===== src/rtl/ebalu_pkg.sv =====
// Types and constants shared by the eight-bit ALU modules.
package ebalu_pkg;

    typedef enum logic [4:0] {
        OP_ADD  = 5'd0,
        OP_ADC  = 5'd1,
        OP_SUB  = 5'd2,
        OP_SBC  = 5'd3,
        OP_AND  = 5'd4,
        OP_XOR  = 5'd5,
        OP_OR   = 5'd6,
        OP_CP   = 5'd7,
        OP_INC  = 5'd8,
        OP_DEC  = 5'd9,
        OP_RLC  = 5'd10,
        OP_RRC  = 5'd11,
        OP_RL   = 5'd12,
        OP_RR   = 5'd13,
        OP_SLA  = 5'd14,
        OP_SRA  = 5'd15,
        OP_SWAP = 5'd16,
        OP_SRL  = 5'd17,
        OP_BIT  = 5'd18,
        OP_RES  = 5'd19,
        OP_SET  = 5'd20,
        OP_DAA  = 5'd21,
        OP_CPL  = 5'd22,
        OP_SCF  = 5'd23,
        OP_CCF  = 5'd24,
        OP_RLCA = 5'd25,
        OP_RRCA = 5'd26,
        OP_RLA  = 5'd27,
        OP_RRA  = 5'd28
    } func_t;

    // Flag bit positions
    localparam int FLAG_Z = 3;
    localparam int FLAG_N = 2;
    localparam int FLAG_H = 1;
    localparam int FLAG_C = 0;

    localparam logic [7:0] DAA_HI_ADJ  = 8'h60;
    localparam logic [7:0] DAA_LO_ADJ  = 8'h06;
    localparam logic [7:0] DAA_HI_LIM  = 8'h99;
    localparam logic [3:0] DAA_LO_LIM  = 4'h9;

    typedef struct packed {
        logic [7:0] result;
        logic [3:0] flags;
        logic       wr;
    } alu_res_t;

endpackage


===== src/rtl/eight_bit_alu_with_flags.sv =====
// Eight-bit CPU ALU with Z/N/H/C flags: input register, datapath, result register.
//
// Input channel (in_valid/in_ready) carries func, operand_a, operand_b, bit_index
// and flags_in. Output channel (out_valid/out_ready) carries result, flags_out and
// writes_result. A transaction completes when valid and ready are both high.
//
// Structure: one input register, one result register, the whole datapath
// between them; out_valid and the result outputs come from the result
// register.
// Throughput: one operation per cycle while out_ready stays high; every opcode
// takes the same single pass through the datapath.
//
// in_ready is high whenever the input register is empty or can move forward,
// so with out_ready held high a new transaction is taken every cycle.
// When the receiver stalls, the result register holds its transaction, the
// input register fills behind it and then in_ready drops.
//
// Reset (rst_n low, asynchronous) empties both registers; nothing is pending
// after it and in_ready comes up high.
module eight_bit_alu_with_flags
    import ebalu_pkg::*;
(
    input  logic       clk,
    input  logic       rst_n,
    input  logic       in_valid,
    output logic       in_ready,
    input  logic [4:0] func,
    input  logic [7:0] operand_a,
    input  logic [7:0] operand_b,
    input  logic [2:0] bit_index,
    input  logic [3:0] flags_in,
    output logic       out_valid,
    input  logic       out_ready,
    output logic [7:0] result,
    output logic [3:0] flags_out,
    output logic       writes_result
);

    logic       s1_valid_reg;
    logic [4:0] s1_func_reg;
    logic [7:0] s1_a_reg;
    logic [7:0] s1_b_reg;
    logic [2:0] s1_idx_reg;
    logic [3:0] s1_flags_reg;
    logic       out_valid_reg;
    alu_res_t   out_res_reg;
    alu_res_t   alu_res;
    logic       s2_ready;
    logic       s1_ready;
    logic       in_fire;
    logic       s1_move;

    assign s2_ready = !out_valid_reg || out_ready;
    assign s1_ready = !s1_valid_reg || s2_ready;
    assign in_fire  = in_valid && s1_ready;
    assign s1_move  = s1_valid_reg && s2_ready;

    always_ff @(posedge clk or negedge rst_n)
    begin
        if (!rst_n)
        begin
            s1_valid_reg  <= 1'b0;
            out_valid_reg <= 1'b0;
        end
        else
        begin
            if (s1_ready)
            begin
                s1_valid_reg <= in_valid;
            end
            if (s2_ready)
            begin
                out_valid_reg <= s1_valid_reg;
            end
        end
    end

    always_ff @(posedge clk)
    begin
        if (in_fire)
        begin
            s1_func_reg  <= func;
            s1_a_reg     <= operand_a;
            s1_b_reg     <= operand_b;
            s1_idx_reg   <= bit_index;
            s1_flags_reg <= flags_in;
        end
        if (s1_move)
        begin
            out_res_reg <= alu_res;
        end
    end

    ebalu_core u_core (
        .func      (s1_func_reg),
        .operand_a (s1_a_reg),
        .operand_b (s1_b_reg),
        .bit_index (s1_idx_reg),
        .flags_in  (s1_flags_reg),
        .res       (alu_res)
    );

    assign in_ready      = s1_ready;
    assign out_valid     = out_valid_reg;
    assign result        = out_res_reg.result;
    assign flags_out     = out_res_reg.flags;
    assign writes_result = out_res_reg.wr;

endmodule


===== src/rtl/ebalu_core.sv =====
// Combinational ALU datapath: result byte, flags and write-enable for one operation.
module ebalu_core
    import ebalu_pkg::*;
(
    input  logic [4:0] func,
    input  logic [7:0] operand_a,
    input  logic [7:0] operand_b,
    input  logic [2:0] bit_index,
    input  logic [3:0] flags_in,
    output alu_res_t   res
);

    function automatic logic is_zero(input logic [7:0] v);
        return (v == 8'h00);
    endfunction

    func_t      op;
    logic       cin;
    logic       add_c;
    logic       sub_c;
    logic [8:0] add_sum;
    logic [4:0] add_half;
    logic [8:0] sub_diff;
    logic [4:0] sub_half;
    logic [7:0] sh_src;
    logic [7:0] sh_res;
    logic       sh_co;
    logic [7:0] bit_mask;
    logic [7:0] daa_res;
    logic       daa_co;
    logic [7:0] daa_tmp;

    assign op       = func_t'(func);
    assign cin      = flags_in[FLAG_C];
    assign add_c    = (op == OP_ADC) & cin;
    assign sub_c    = (op == OP_SBC) & cin;
    assign add_sum  = {1'b0, operand_a} + {1'b0, operand_b} + {8'b0, add_c};
    assign add_half = {1'b0, operand_a[3:0]} + {1'b0, operand_b[3:0]} + {4'b0, add_c};
    // Bit 8 / bit 4 of the difference is the borrow out
    assign sub_diff = {1'b0, operand_a} - {1'b0, operand_b} - {8'b0, sub_c};
    assign sub_half = {1'b0, operand_a[3:0]} - {1'b0, operand_b[3:0]} - {4'b0, sub_c};
    assign bit_mask = 8'b0000_0001 << bit_index;

    // Shifter shared by the CB rotates/shifts and the accumulator rotates
    always_comb
    begin
        sh_src = (func inside {OP_RLCA, OP_RRCA, OP_RLA, OP_RRA}) ? operand_a : operand_b;
        case (op)
            OP_RLC, OP_RLCA:
            begin
                sh_co  = sh_src[7];
                sh_res = {sh_src[6:0], sh_src[7]};
            end
            OP_RRC, OP_RRCA:
            begin
                sh_co  = sh_src[0];
                sh_res = {sh_src[0], sh_src[7:1]};
            end
            OP_RL, OP_RLA:
            begin
                sh_co  = sh_src[7];
                sh_res = {sh_src[6:0], cin};
            end
            OP_RR, OP_RRA:
            begin
                sh_co  = sh_src[0];
                sh_res = {cin, sh_src[7:1]};
            end
            OP_SLA:
            begin
                sh_co  = sh_src[7];
                sh_res = {sh_src[6:0], 1'b0};
            end
            OP_SRA:
            begin
                sh_co  = sh_src[0];
                sh_res = {sh_src[7], sh_src[7:1]};
            end
            default:
            begin
                sh_co  = sh_src[0];
                sh_res = {1'b0, sh_src[7:1]};
            end
        endcase
    end

    // Decimal adjust; the low-nibble test sees the value after the high adjust
    always_comb
    begin
        daa_co  = cin;
        daa_tmp = operand_a;
        daa_res = operand_a;
        if (!flags_in[FLAG_N])
        begin
            if (cin || (operand_a > DAA_HI_LIM))
            begin
                daa_tmp = operand_a + DAA_HI_ADJ;
                daa_co  = 1'b1;
            end
            daa_res = daa_tmp;
            if (flags_in[FLAG_H] || (daa_tmp[3:0] > DAA_LO_LIM))
            begin
                daa_res = daa_tmp + DAA_LO_ADJ;
            end
        end
        else
        begin
            if (cin)
            begin
                daa_tmp = operand_a - DAA_HI_ADJ;
            end
            daa_res = daa_tmp;
            if (flags_in[FLAG_H])
            begin
                daa_res = daa_tmp - DAA_LO_ADJ;
            end
        end
    end

    always_comb
    begin
        res.result = operand_a;
        res.flags  = flags_in;
        res.wr     = 1'b1;
        case (op)
            OP_ADD, OP_ADC:
            begin
                res.result = add_sum[7:0];
                res.flags  = {is_zero(add_sum[7:0]), 1'b0, add_half[4], add_sum[8]};
            end
            OP_SUB, OP_SBC, OP_CP:
            begin
                res.result = sub_diff[7:0];
                res.flags  = {is_zero(sub_diff[7:0]), 1'b1, sub_half[4], sub_diff[8]};
                res.wr     = (op != OP_CP);
            end
            OP_AND:
            begin
                res.result = operand_a & operand_b;
                res.flags  = {is_zero(operand_a & operand_b), 1'b0, 1'b1, 1'b0};
            end
            OP_XOR:
            begin
                res.result = operand_a ^ operand_b;
                res.flags  = {is_zero(operand_a ^ operand_b), 3'b000};
            end
            OP_OR:
            begin
                res.result = operand_a | operand_b;
                res.flags  = {is_zero(operand_a | operand_b), 3'b000};
            end
            OP_INC:
            begin
                res.result = operand_b + 8'd1;
                res.flags  = {is_zero(operand_b + 8'd1), 1'b0,
                              (operand_b[3:0] == 4'hF), cin};
            end
            OP_DEC:
            begin
                res.result = operand_b - 8'd1;
                res.flags  = {is_zero(operand_b - 8'd1), 1'b1,
                              (operand_b[3:0] == 4'h0), cin};
            end
            OP_RLC, OP_RRC, OP_RL, OP_RR, OP_SLA, OP_SRA, OP_SRL:
            begin
                res.result = sh_res;
                res.flags  = {is_zero(sh_res), 2'b00, sh_co};
            end
            OP_RLCA, OP_RRCA, OP_RLA, OP_RRA:
            begin
                res.result = sh_res;
                res.flags  = {3'b000, sh_co};
            end
            OP_SWAP:
            begin
                res.result = {operand_b[3:0], operand_b[7:4]};
                res.flags  = {is_zero(operand_b), 3'b000};
            end
            OP_BIT:
            begin
                res.result = operand_b;
                res.flags  = {is_zero(operand_b & bit_mask), 1'b0, 1'b1, cin};
                res.wr     = 1'b0;
            end
            OP_RES:
            begin
                res.result = operand_b & ~bit_mask;
            end
            OP_SET:
            begin
                res.result = operand_b | bit_mask;
            end
            OP_DAA:
            begin
                res.result = daa_res;
                res.flags  = {is_zero(daa_res), flags_in[FLAG_N], 1'b0, daa_co};
            end
            OP_CPL:
            begin
                res.result = ~operand_a;
                res.flags  = {flags_in[FLAG_Z], 1'b1, 1'b1, cin};
            end
            OP_SCF:
            begin
                res.flags = {flags_in[FLAG_Z], 3'b001};
                res.wr    = 1'b0;
            end
            OP_CCF:
            begin
                res.flags = {flags_in[FLAG_Z], 2'b00, ~cin};
                res.wr    = 1'b0;
            end
            default:
            begin
                // undefined opcodes: pass A and flags through, no write
                res.wr = 1'b0;
            end
        endcase
    end

endmodule


===== config.mk =====
export PLATFORM = sky130hd
export DESIGN_NAME = eight_bit_alu_with_flags
export DESIGN_NICKNAME = d
export VERILOG_FILES = /design/src/rtl/ebalu_pkg.sv /design/src/rtl/eight_bit_alu_with_flags.sv /design/src/rtl/ebalu_core.sv
export SDC_FILE = /design/constraint.sdc
export NUM_CORES = 1
export LEC_CHECK = 0
export ABC_AREA = 1
export BUFFER_PORTS_ARGS = -buffer_cell sky130_fd_sc_hd__buf_4
export CORE_MARGIN = 1.5
export CORE_UTILIZATION = 25
export DETAILED_ROUTE_END_ITERATION = 10
export SETUP_SLACK_MARGIN = 0.5
export SLEW_MARGIN = 20
export SYNTH_ARGS = -nofsm -noshare
export SYNTH_HDL_FRONTEND = slang
export SYNTH_SLANG_ARGS = --single-unit

===== constraint.sdc =====
create_clock -name clk -period 5.4 [get_ports clk]
set_input_delay 0.54 -clock clk [delete_from_list [all_inputs] [get_ports clk]]
set_output_delay 0.54 -clock clk [all_outputs]
set_load 0.05 [all_outputs]

==> metrics.txt, run 1 <==
status=finished clean; Starting DRT DRC Count=586; vias in the first global route=4959; max-cap violation count=0; slowest cell delay on critical path=0.61 ns; setup TNS=0 ns; Antenna Violating Nets Remaining=0; Die W=145 µm; routing usage on met2=29.7%; Worst-path clk slew=0.07 ns; global-route wire length before repair=29000 µm; CP Buf/Inv Count=0; PD cells=231 nW/µm²; PortBufs=46; Hold/Removal Path Class=in2reg; fin crit share=65.3%; CP cell instances=nand2_1, nor2_1, nand3_1, fa_1, fa_1, or2_2, a21oi_1, o21ai_0, nand2_1, nand3_1, nand3_1, nand3_1, nor2_1, o211ai_1; Pleak=2.61 nW; post-synth top area share=24.5%; final hold vios=0; slowest CP cell=edfxtp_1; dominant cells by area after synthesis=edfxtp_1 25%, nand2_1 14%, nand3_1 10%; RSZ-0062 raised after global routing=false; syn_area_per_cell=6.65 µm²; Die H=145 µm; Slew headroom=51.0%; setup bufs post-CTS=0; total gr overflow=0; placed cell area=5630 µm²; most frequent CP cell=nand3_1; Ports=47; clock sink count=43; yosys warns=0; Total Routing Usage GR=18.7%; Top Family by Delay on Critical Path=simple AND/OR/NAND/NOR gates; Nets=870; Initial Utilization=25.6%; Startpoint Class=register; post-synth top area cell=edfxtp_1; core area=19600 µm²; #FFs+latches synth=43; filler instances=2153; gr busiest metal=met2; GR Util met1=24.1%; launching point of the worst reg2reg path=s1_func_reg[0]$_DFFE_PP_; CTS tree=built; R2R setup slack=1.87 ns; hold path depth=1; Register Area=1280 µm²; register area share after synthesis=25.5%; Vias/cell=5.10; hpwl dp=14900 µm; WP data required=5.44 ns; final setup vio count=0; largest net degree at the start of global routing=29; Skew-Pair Late Insertion Delay=0.31 ns; DRC=0; share of cells above drive strength 1=10.2%; Slew @ Worst Pin=0.732 ns; total inserted antenna cells=0; WS Path Type=reg2reg; Worst EP arrival=3.56 ns; Final Skew=0.00323 ns; fmax=284 MHz; routed vias=5417; CP max FO=12; Yosys cell types=41; Max VDD drop=101 µV; Longest Clk Path Bufs=2; Mapped Cells=755; met3 Usage GRT=3.92%; die area=20900 µm²; Crit. End Element=register; CTS buffer count=5; root buf cell=clkbuf_16; minimum clock period=3.53 ns; DR WL/cell=17.7 µm; gpl congestion=1.02; synthesized cell area=5020 µm²; Slew Viols, Final=0; r2r endpoint=result[6]$_DFFE_PP_; Area Overhead vs Synth=15.2%; Syn Nets=829; drt pass-1 iters=5; H-tree Lvls=2; Min-Delay Endpoint=s1_a_reg[4]$_DFFE_PP_; Reg2Reg Depth=14; site row count=51; initial antenna violation count=0; post-route cell area=5790 µm²; hold path startpoint=operand_a[4]; final WL=18800 µm; multi-input logic area=3310 µm²
[per-stage QoR]
step / total power [mW] / instances / setup slack (ns) / hold slack (ns) / utilization (%)
floorplan: 0.844 / 755 / 2.47 / 0.244 / -
global placement: 1.02 / 1053 / 1.95 / 0.324 / 28.7
detailed placement: 1.01 / 1053 / 1.94 / 0.323 / 28.7
CTS: 1.34 / 1062 / 1.92 / 0.397 / 29.5
global route: 1.42 / 1062 / 1.67 / 0.400 / 29.5
finish: 1.34 / 1062 / 1.87 / 0.406 / 29.5
[cell usage in the layout (no fill, tap or decap), types with 6 or more instances in the layout]
cell type,count
a21oi_1,31
buf_4,47
edfxtp_1,41
ha_1,38
inv_1,85
nand2_1,185
nand3_1,100
nand4_1,20
nor2_1,84
nor2_2,6
nor3_1,24
o211ai_1,9
o21ai_0,34
o22ai_1,13
xor2_1,16
[worst max path at each step]
stage	start	endpoint	slack [ns]	cells past startpoint
floorplan	s1_func_reg[4]$_DFFE_PP_	flags_out[3]$_DFFE_PP_	2.47	16
global placement	s1_func_reg[0]$_DFFE_PP_	result[6]$_DFFE_PP_	1.95	14
detailed placement	s1_func_reg[0]$_DFFE_PP_	result[6]$_DFFE_PP_	1.94	14
CTS	s1_func_reg[0]$_DFFE_PP_	result[6]$_DFFE_PP_	1.92	14
global route	s1_func_reg[4]$_DFFE_PP_	result[2]$_DFFE_PP_	1.67	14
finish	s1_func_reg[0]$_DFFE_PP_	result[6]$_DFFE_PP_	1.87	14
[final cells by class]
class | count | share of cell area [%]
tap | 265 | 5.73
multi-input combinational | 604 | 57.2
clock buffer | 5 | 2.16
clock inverter | 3 | 0.346
inverter | 94 | 6.10
sequential | 43 | 22.1
timing repair buffer | 48 | 6.27
[power breakdown]
part	switching, mW	total [mW]	internal, mW
clock	0.149	0.320	0.171
sequential	0.0514	0.465	0.414
combinational	0.378	0.553	0.175
total	0.578	1.34	0.760
[timing repair]
item | 4_1_cts | 5_1_grt
gates resized for setup | 0 | 0
hold buffers | 1 | 0
hold endpoints to repair | 2 | 0
[Yosys cell counts, drive strengths merged]
library cell and n:
xnor2 4, nand3 102, clkinv 5, dfrtp 2, a31oi 2, or2 3
nand4 20, o22ai 13, xor2 16, o2111ai 5, nor2 93, a211o 1
o21a 1, nor4 3, ha 38, a2111oi 2, o21ai 34, nand3b 3
o211ai 9, a21oi 32, inv 89, fa 4, and2 2, o311ai 2
nand2 188, o31a 1, clkbuf 6, edfxtp 41, nor3 26, buf 8
[layer usage]
layer  vias to the layer above  wire (µm)
li1                       2648          -
met1                      2450       8000
met2                       276       8280
met3                        43       1670
met4                         0        895
met5                         -          0
[kinds of logic (layout without fill, tap and decap cells)]
family | Yosys count | count (layout) | share of synthesized area (%)
simple gates | 440 | 440 | 39.5
buf+inv | 108 | 150 | 8.62
compound gates | 102 | 102 | 11.9
flops | 43 | 43 | 25.5
fa+ha+maj | 42 | 42 | 11.1
xor+xnor | 20 | 20 | 3.49
No activity file was read; power rests on OpenSTA's default activity.
==> run 2, diff against run 1 <==
ABC_AREA = 0   (was 1)
clock period = 3.6 ns   (was 5.4 ns; I/O delays follow)
==> run 2 against run 1 <==
  * Via count grew 8.5%
  * Area after synthesis grew 7.0%
  * Critical path type unchanged
  * Highest routed layer unchanged
  * Die area grew 6.8%
  * Largest power group unchanged
  * Maximum frequency grew 9.5%
  * Non-clock buffer count grew 49
==> metrics.txt, run 2 <==
Antenna Violating Nets Remaining=0; Top Layer Used=met4; Ports=47; Mapped Cells=662; largest family of logic cells by synthesized area=compound AO/OA/AOI/OAI gates; PortBufs=46; combinational power share=45.2%; commonest cells in the netlist=69 x nor2_1, 46 x a21oi_1, 41 x edfxtp_1; site row count=53; vias in the first global route=5374; Final Skew=0.00452 ns; Nets=786; CP max FO=2; share of cells above drive strength 1=21.3%; ys async rst share=4.65%; Slew @ Worst Pin=0.826 ns; minimum clock period=3.22 ns; Die H=150 µm; fraction of the mapped netlist area in simple logic gates=22.7%; total inserted antenna cells=0; Pleak=2.40 nW; slowest cell delay on critical path=0.43 ns; post-synth top area share=22.9%; Area Overhead vs Synth=20.1%; die area=22400 µm²; top_reg_cell synth=edfxtp_1; Total Routing Usage GR=20.5%; Slew Viols, Final=0; fin crit share=89.4%; Metal-1 WL=9580 µm; WP data required=3.66 ns; syn_area_per_cell=8.11 µm²; clock sink count=43; adder-cell area share of the yosys netlist=10.7%; Synth Area in XOR/XNOR=5.38%; Yosys cell types=86; CTS buffer count=5; Slew headroom=44.4%; post-synth top area cell=edfxtp_1; Die W=150 µm; Max VDD drop=187 µV; Reg2Reg Depth=12; most frequent cells in the layout=96 x buf_4, 68 x nor2_1, 43 x a21oi_1, 41 x edfxtp_1, 36 x ha_1; synthesized cell area=5370 µm²; Vias/cell=5.95; hpwl dp=17000 µm; NetSw=0.847 mW; register area share after synthesis=23.9%; Startpoint Class=register; filler instances=2235; hold path depth=1; largest net degree at the start of global routing=37; post-synthesis mux area share=1.54%; Switching Share=41.5%; H-tree Lvls=2; routed vias=5877; Reg power frac=31.2%; Synth Area in Compound Gates=28.3%; core area=21000 µm²; Starting DRT DRC Count=772; #FFs+latches synth=43; RSZ-0062 raised after global routing=true; final hold vios=0; Worst EP arrival=3.28 ns; Hold/Removal Path Class=in2reg; DRC=0; WS Path Type=reg2reg; met2 WL=9420 µm; Longest Clk Path Bufs=2; final setup vio count=0; Skew-Pair Late Insertion Delay=0.30 ns; total gr overflow=0; Crit. End Element=register; status=finished clean; global-route wire length before repair=33900 µm; final WL=22900 µm; max-cap violation count=0; met3 wire len=2880 µm; drt pass-1 iters=6; CTS tree=built; Post-synth EDFFs=41; Pint=1.19 mW; CP cell instances=inv_4, nand2_4, or4_4, fa_2, fa_2, o21a_1, nor2_4, buf_4, xnor2_1, a222oi_1, o211ai_1, o21a_1; setup TNS=0 ns; total chip power=2.04 mW; Syn Nets=736; Initial Utilization=25.6%; yosys warns=0; fmax=311 MHz; dominant cells by area after synthesis=edfxtp_1 23%, ha_1 8.9%, nor2_1 4.8%; PD cells=317 nW/µm²; initial antenna violation count=0; DR WL/cell=23.2 µm; count leader, synth=nor2_1; Worst-path clk slew=0.07 ns; most common cell after layout, fill and taps aside=buf_4; gpl congestion=1.05; root buf cell=clkbuf_16; slowest CP cell=edfxtp_1; Clock Power Share=23.7%
[run 2: path summary, 6_finish.rpt]
check,from,to,slack (ns)
max reg2reg,s1_func_reg[3]$_DFFE_PP_,flags_out[1]$_DFFE_PP_,0.38
max in group asynchronous,rst_n,s1_valid_reg$_DFFE_PN0N_,3.13
min reg2reg,s1_valid_reg$_DFFE_PN0N_,out_valid$_DFFE_PN0P_,0.50
max,s1_func_reg[3]$_DFFE_PP_,flags_out[1]$_DFFE_PP_,0.38
min in group asynchronous,rst_n,out_valid$_DFFE_PN0P_,0.38
min,flags_in[3],s1_flags_reg[3]$_DFFE_PP_,0.23
[run 2: cell families after synthesis]
logic type                 Yosys count
and+or+nand+nor                    235
AOI/OAI and AO/OA                  212
buffers and inverters               87
adders and majority gates           44
DFF                                 43
xor gates and xnor gates            33
muxes                                8
[run 2: critical path, delay by kind of cell, from the launching register on]
family                   cells  cell delay (ns)
buffers and inverters        2             0.22
AND/OR/NAND/NOR              3             0.58
XOR/XNOR                     1             0.06
AO/OA/AOI/OAI                4             0.91
flip-flops                   1             0.43
adder cells (fa/ha/maj)      2             0.76
[run 2: layout make-up]
| class | count | area [µm²] | area share [%] |
|---|---|---|---|
| clock inverters | 2 | 12.5 | 0.194 |
| clock buffers | 6 | 129 | 2.00 |
| inverters | 33 | 126 | 1.96 |
| well taps | 275 | 344 | 5.33 |
| multi-input cells | 532 | 3830 | 59.3 |
| flip-flops and latches | 43 | 1280 | 19.9 |
| repair buffers | 97 | 731 | 11.3 |
[run 2: layer usage]
metal / vias to the layer above / track usage [%]
met5: - / 0
met2: 429 / 29.4
met3: 74 / 5.55
met4: 0 / 9.41
met1: 2771 / 28.5
li1: 2603 / -
[run 2: repair_timing]
item,in CTS,in global routing
resized for setup,4,12
endpoints found under the setup margin,4,9
hold endpoints to repair,2,0
cloned,0,0
setup buffers,2,8
hold buffers,1,0
pin swaps,5,11
[run 2: power groups by stage]
stage / registers (mW) / logic, mW / clock network, mW
finish: 0.636 / 0.922 / 0.484
global route: 0.642 / 0.970 / 0.524
CTS: 0.636 / 0.863 / 0.499
detailed placement: 0.647 / 0.850 / 0
global placement: 0.645 / 0.856 / 0
floorplan: 0.705 / 0.521 / 0
[run 2: stage by stage]
step / std cells / cell area [µm²] / setup WS, ns / hold WS (ns) / utilization (%)
6_report: 988 / 6450 / 0.380 / 0.227 / 30.7
5_1_grt: 988 / 6450 / 0.276 / 0.217 / 30.7
4_1_cts: 980 / 6320 / 0.430 / 0.222 / 30.1
3_5_place_dp: 969 / 6130 / 0.286 / 0.147 / 29.2
3_3_place_gp: 969 / 6130 / 0.275 / 0.144 / 29.2
2_1_floorplan: 662 / 5470 / 0.157 / 0.0644 / -
